`src/sv/mlft_pkg.sv`:
```
package mlft_pkg;

    localparam logic [15:0] ETH_ARP    = 16'd2054;
    localparam logic [15:0] ETH_IPV4   = 16'd2048;
    localparam logic [15:0] PRIO_START = 16'd100;
    localparam logic [15:0] PRIO_MAX   = 16'd65535;
    localparam logic [47:0] MAC_BCAST  = 48'hFFFF_FFFF_FFFF;

    localparam logic CMD_PACKET       = 1'b0;
    localparam logic CMD_FLOW_REMOVED = 1'b1;

    typedef struct packed {
        logic        cmd;
        logic [1:0]  switch_index;
        logic        is_no_match;
        logic [7:0]  ingress_port;
        logic [47:0] source_mac;
        logic [47:0] dest_mac;
        logic        dest_mac_present;
        logic        ethertype_present;
        logic [15:0] ethertype;
    } t_in_item;

    typedef struct packed {
        logic [7:0]  egress_port;
        logic        flood;
        logic        learned;
        logic [15:0] rule_priority;
        logic        table_full;
    } t_out_item;

    typedef enum logic [1:0] {
        S_CLEAR,
        S_IDLE,
        S_SCAN,
        S_COMMIT
    } t_state;

    // controller to datapath
    typedef struct packed {
        logic take;      // input side may accept
        logic accept;    // item accepted this edge
        logic clear_wr;  // clearing pass write
        logic scan;      // issue next table read
        logic commit;    // apply table update and load result
    } t_ctrl_cmd;

    // datapath to controller
    typedef struct packed {
        logic clear_last;
        logic live;       // item needs a table pass
        logic scan_done;  // last entry compared
        logic needs_out;  // item produces a result
        logic out_free;   // output register can take a result
    } t_dp_stat;

endpackage

```
`src/sv/mlft_ctrl.sv`:
```
module mlft_ctrl
    import mlft_pkg::*;
(
    input  logic      i_clk,
    input  logic      i_rst_n,
    input  logic      i_in_valid,
    input  t_dp_stat  i_stat,
    output t_ctrl_cmd o_cmd
);

    t_state r_state;
    t_state n_state;

    always_ff @(posedge i_clk) begin
        if (!i_rst_n) begin
            r_state <= S_CLEAR;
        end else begin
            r_state <= n_state;
        end
    end

    always_comb begin
        n_state = r_state;
        o_cmd   = '0;
        case (r_state)
            S_CLEAR: begin
                o_cmd.clear_wr = 1'b1;
                if (i_stat.clear_last) begin
                    n_state = S_IDLE;
                end
            end
            S_IDLE: begin
                o_cmd.take = 1'b1;
                if (i_in_valid) begin
                    o_cmd.accept = 1'b1;
                    n_state      = S_SCAN;
                end
            end
            S_SCAN: begin
                if (!i_stat.live) begin
                    n_state = S_IDLE;
                end else begin
                    o_cmd.scan = 1'b1;
                    if (i_stat.scan_done) begin
                        n_state = S_COMMIT;
                    end
                end
            end
            S_COMMIT: begin
                if (!i_stat.needs_out || i_stat.out_free) begin
                    o_cmd.commit = 1'b1;
                    n_state      = S_IDLE;
                end
            end
            default: begin
                n_state = S_CLEAR;
            end
        endcase
    end

endmodule

```
`config.mk`:
```
export PLATFORM = sky130hd
export DESIGN_NAME = mlft_ctrl
export DESIGN_NICKNAME = d
export VERILOG_FILES = /design/src/sv/mlft_pkg.sv /design/src/sv/mlft_ctrl.sv
export SDC_FILE = /design/constraint.sdc
export NUM_CORES = 1
export LEC_CHECK = 0
export ABC_AREA = 1
export BUFFER_PORTS_ARGS = -buffer_cell sky130_fd_sc_hd__buf_2
export CORE_AREA = 2 2 39 41
export DETAILED_ROUTE_END_ITERATION = 16
export DIE_AREA = 0 0 41 43
export GPL_ROUTABILITY_DRIVEN = 0
export PLACE_DENSITY = 0.5
export SYNTH_ARGS = -nofsm -noshare
export SYNTH_HDL_FRONTEND = slang
export SYNTH_SLANG_ARGS = --single-unit
```
`constraint.sdc`:
```
create_clock -name i_clk -period 1.6 [get_ports i_clk]
set_clock_uncertainty 0.2 [all_clocks]
set_input_delay 0.16 -clock i_clk [delete_from_list [all_inputs] [get_ports i_clk]]
set_output_delay 0.16 -clock i_clk [all_outputs]
set_load 0.02 [all_outputs]
```
==> results of run 1 <==
cells in the mapped netlist:
library cell,count
o21ai_1,1
nand2_2,1
nand2_1,8
dfxtp_1,2
nor2_1,7
inv_1,10
ha_1,5
a21boi_0,1
nand3_1,3
nor2_2,1
logic make-up after synthesis:
group / count (synthesis) / share of synthesized area
adder cells (fa/ha/maj): 5 / 0.265
buffers and inverters: 10 / 0.159
flip-flops: 2 / 0.169
AND/OR/NAND/NOR: 20 / 0.355
AO/OA/AOI/OAI: 2 / 0.0529
layout make-up:
cell class,count,area share
inverters,10,0.107
repair buffers,13,0.200
clock buffers,3,0.0643
flip-flops and latches,2,0.118
well taps,16,0.0571
multi-input cells,27,0.454
cells in the final DEF, fill, tap and decap left out, drive strengths merged:
cell and n:
a21boi 1, buf 12, clkbuf 3, dfxtp 2, dlygate4sd3 1, ha 5
inv 10, nand2 9, nand3 3, nor2 8, o21ai 1
worst max-delay path by stage:
stage                             to        from  slack, ns
final                       o_cmd[3]  r_state[1]       0.10
after CTS                   o_cmd[1]  r_state[0]       0.04
after detailed placement  r_state[0]  r_state[0]       0.16
after global placement    r_state[0]  r_state[1]       0.19
after floorplan             o_cmd[0]  r_state[0]       0.18
after global routing        o_cmd[3]  r_state[1]       0.02
metal layers:
metal / wire, µm / GRT usage
met1: 209 / 0.0667
met3: 33 / 0.0314
met2: 241 / 0.0938
met5: 0 / 0
met4: 0 / 0.0600
where the power goes:
| part | internal, mW | switching (mW) | leakage (nW) |
|---|---|---|---|
| sequential | 0.0737 | 0.0245 | 0.0168 |
| clock | 0.0826 | 0.0272 | 0.0138 |
| combinational | 0.119 | 0.192 | 0.193 |
| total | 0.275 | 0.244 | 0.224 |
what timing repair did:
action,in CTS,in global routing
hold buffers,1,0
endpoints found under the hold margin,2,0
setup endpoints to repair,0,2
gates resized for setup,0,1
metrics by stage:
stage / hold slack [ns] / utilization / cells / cell area (µm²) / power [mW]
finish: 0.186 / 0.253 / 71 / 350 / 0.519
global route: 0.203 / 0.253 / 71 / 350 / 0.587
CTS: 0.181 / 0.252 / 71 / 349 / 0.531
detailed placement: 0.209 / 0.229 / 67 / 317 / 0.411
global placement: 0.210 / 0.229 / 67 / 317 / 0.408
floorplan: 0.0807 / - / 39 / 236 / 0.330
tightest hold or removal path, stage by stage:
cell	delay [ns]
buf_2	0.09
o21ai_1	0.07
nor2_2	0.11
nor2_1	0.05
nor2_1	0.09
==> metrics, run 1 <==
outcome finished, final reports clean; Critical Path Slowest Stage Cell dfxtp_1; clk root buf clkbuf_4; Hold Vio Cnt, Final 0; hold path cells 5; Crit. End Element output pin; Post-route DRC 0; Leakage 0.224 nW; CP required 1.24 ns; total CTS buffers 3; syn nets 52; worst vdd rail ir drop 522 µV; Largest Register r_state; flops & latches, synth 2; ratio of cells with drive above 1 in the final layout 0.327; DRT antenna net count 0; Tcrit/Tclk final 0.936; Worst-path clk slew 0.03 ns; # diodes 0; initial antenna violation count 0; flop2flop setup slack 0.19 ns; Slew headroom 0.905; Warnings, synthesis 0; die height 43 µm; RSZ-0062 raised after global routing no; first-pass GRT wire length 717 µm; Synth cell types 10; Levels on crit path 5; io pins 13; mapped cell area 236 µm²; CTS Buffer Depth 2; Hold Crit Endpoint r_state[0]; Core Region 1380 µm²; Regs by FF count r_state: 2 flops; die width 41 µm; Crit Path Class flop to output pin; via/cell ratio 3.62; post-synthesis sequential area ratio 0.169; leading area contributor after synthesis ha_1; final worst slack 0.102 ns; GRT Util Overall 0.0660; max reg flops 2; CP dominant cell by count inv_1; crit-path max cell delay 0.37 ns; post-CTS setup buffer count 0; CTS H-tree depth 1; pin count of the biggest net entering global routing 6; P&R area growth vs syn 48.1%; Max Clock Freq 0.668 GHz; Vias 257; I/O Buffers 12; crit path DAT 1.14 ns; initial core utilization 0.171; WP buf/inv 3; CP top delay family flip-flops; grt total ovfl 0; wire length per cell 6.80 µm; worst reg2reg startpoint r_state[1]; Cells after Synth 39; Initial DRT Pass Iterations 4; area of the multi-input gates 159 µm²; Sum Neg Setup Slack 0 ns; Final nets 70; worst-skew pair later-pin latency 0.22 ns; HP Start i_stat[2]; die footprint 1760 µm²; Seq. cell area 41.3 µm²; TritonCTS clock tree yes; fin crit period 1.50 ns; Slew Viols, Final 0; Worst Hold Class input pin to flop; worst reg2reg path depth 8; critical path launch point type flop; final setup fails 0; vias in the first global route 202; Synth area leaders ha_1, dfxtp_1, inv_1; final wirelength 483 µm; Max Cap Violations 0; FP Rows 14; reg-to-reg endpoint r_state[1]; Worst Path Max Fanout 4; pwr/cell area 1480 nW/µm²; fillcell total 175; area fraction of the dominant cell type after synthesis 0.265; DRT iter0 DRCs 5; clock sink count 2; Tightest Pin Transition 0.141 ns; crit-path cells inv_1 > ha_1 > nand2_1 > inv_1 > buf_2; syn avg cell area 6.06 µm²; worst slack, placed 0.163 ns
Power figures use the tool's default switching activity.
==> run 2, diff against run 1 <==
--- a/config.mk
+++ b/config.mk
@@ -11,7 +11,9 @@
 export DETAILED_ROUTE_END_ITERATION = 16
 export DIE_AREA = 0 0 41 43
 export GPL_ROUTABILITY_DRIVEN = 0
+export GPL_TIMING_DRIVEN = 0
 export PLACE_DENSITY = 0.5
+export SKIP_LAST_GASP = 1
 export SYNTH_ARGS = -nofsm -noshare
 export SYNTH_HDL_FRONTEND = slang
 export SYNTH_SLANG_ARGS = --single-unit
==> run 2 against run 1 <==
  * Global-route usage up 0.31 points
  * Combinational power down 1%
  * Final area unchanged
  * Sequential power up 0.5%
  * Critical path depth unchanged
  * Die area unchanged
  * Clock power about the same
  * Worst setup slack better by 0.0081 ns
  * Final cell count unchanged
  * Sequential share of layout area unchanged
  * Critical path type unchanged
  * Largest cell class unchanged
==> metrics, run 2 (synthesis results as in run 1) <==
Max Clock Freq 0.671 GHz (+0.54%); clk root buf clkbuf_4; fillcell total 175 (unchanged); Final nets 70 (unchanged); DRT antenna net count 0 (unchanged); Cell Count, Final, Fillers Out 71 (unchanged); die height 43 µm (unchanged); Max Cap Violations 0 (unchanged); end-of-flow core utilization 0.253 (unchanged); Initial DRT Pass Iterations 4 (unchanged); CTS Buffer Depth 2 (unchanged); Hold Vio Cnt, Final 0 (unchanged); io pins 13 (unchanged); Inst Count DP 67 (unchanged); final setup fails 0 (unchanged); GRT Util Overall 0.0691 (+0.00314); Leakage 0.224 nW (unchanged); via/cell ratio 3.69 (+1.9%); Worst-path clk slew 0.03 ns (about the same); Regs by FF count r_state: 2 flops; clock sink count 2 (unchanged); vias in the first global route 220 (+8.9%); P&R area growth vs syn 48.1% (unchanged); Largest Register r_state; CTS H-tree depth 1 (unchanged); Vias 262 (+1.9%); post-CTS setup buffer count 0 (unchanged); RSZ-0062 raised after global routing no; initial antenna violation count 0 (unchanged); most common cell after layout, fill and taps aside buf_2; TritonCTS clock tree yes; Sum Neg Setup Slack 0 ns (unchanged); design area 350 µm² (unchanged); Crit Path Class flop to output pin; outcome finished, final reports clean; worst slack, placed 0.143 ns (-0.0201 ns); Worst Path Max Fanout 4 (unchanged); Worst Hold Class input pin to flop; Crit. End Element output pin; critical path launch point type flop; initial core utilization 0.171 (unchanged); I/O Buffers 12 (unchanged); final worst slack 0.110 ns (+0.00812 ns); Post-route DRC 0 (unchanged); Power, Total 0.517 mW (-0.39%); worst-skew pair later-pin latency 0.23 ns (about the same); Slew Viols, Final 0 (unchanged); Tightest Pin Transition 0.145 ns (+0.00318 ns); CP dominant cell by count inv_1; fin crit period 1.49 ns (-0.00812 ns); die width 41 µm (unchanged); total CTS buffers 3 (unchanged); # diodes 0 (unchanged); crit-path max cell delay 0.36 ns (about the same); wire length per cell 6.82 µm (+0.21%); final wirelength 484 µm (+0.21%); grt total ovfl 0 (unchanged); die footprint 1760 µm² (unchanged); Core Region 1380 µm² (unchanged); placed cell areas 317 µm² (unchanged); DRT iter0 DRCs 2 (-3); ratio of cells with drive above 1 in the final layout 0.327 (unchanged); max reg flops 2 (unchanged); CP required 1.24 ns (about the same); pin count of the biggest net entering global routing 6 (unchanged); first-pass GRT wire length 779 µm (+8.6%); Tcrit/Tclk final 0.931 (-0.00507); most frequent cells in the layout buf_2, inv_1, nand2_1; pwr/cell area 1470 nW/µm² (-0.39%); Slew headroom 0.903 (-0.00213); Critical Path Slowest Stage Cell dfxtp_1; worst hold margin 0.183 ns (-0.00312 ns); FP Rows 14 (unchanged); crit-path cells inv_1 > ha_1 > nand2_1 > inv_1 > buf_2; HPWL Detailed 416 µm; worst vdd rail ir drop 509 µV (-2.5%); crit path DAT 1.13 ns (about the same)
[run 2: cell counts in the layout (fill, tap and decap cells not counted)]
No cell type changed its count.
[run 2: final timing paths]
check | start | depth (start not counted) | slack [ns] | to
setup reg to reg | r_state[1] | 8 | 0.21 | r_state[0]
setup / recovery | r_state[1] | 5 | 0.11 | o_cmd[3]
hold / removal | i_stat[2] | 5 | 0.18 | r_state[0]
hold reg to reg | r_state[0] | 2 | 0.32 | r_state[0]
[run 2: cell type report]
class | instances | area (µm²) | share of cell area
Multi-Input combinational cell | 27 | 159 | 0.454
Clock buffer | 3 | 22.5 | 0.0643
Inverter | 10 | 37.5 | 0.107
Timing Repair Buffer | 13 | 70.1 | 0.200
Tap cell | 16 | 20.0 | 0.0571
Sequential cell | 2 | 41.3 | 0.118
[run 2: critical path: cells and delay by family, from the launching register on]
kind                       cells  cell delay (ns)
buffers and inverters          3             0.26
DFF                            1             0.36
adders and majority gates      1             0.21
and+or+nand+nor                1             0.06
[run 2: report_power, final]
part | switching [mW] | internal (mW) | total, mW | leakage [nW]
registers | 0.0251 | 0.0737 | 0.0988 | 0.0168
logic | 0.188 | 0.117 | 0.306 | 0.193
clock network | 0.0292 | 0.0828 | 0.112 | 0.0138
total | 0.243 | 0.274 | 0.517 | 0.224
[run 2: timing repair]
item / in CTS / in global routing
endpoints found under the setup margin: 0 / 2
hold buffers: 1 / 0
resized for setup: 0 / 1
endpoints found under the hold margin: 2 / 0
[run 2: metal layers]
metal | share of wire | GRT usage | wire length, µm
met2 | 0.49 | 0.0938 | 238
met5 | 0 | 0 | 0
met3 | 0.091 | 0.0471 | 44
met1 | 0.42 | 0.0767 | 201
met4 | 0 | 0.0400 | 0
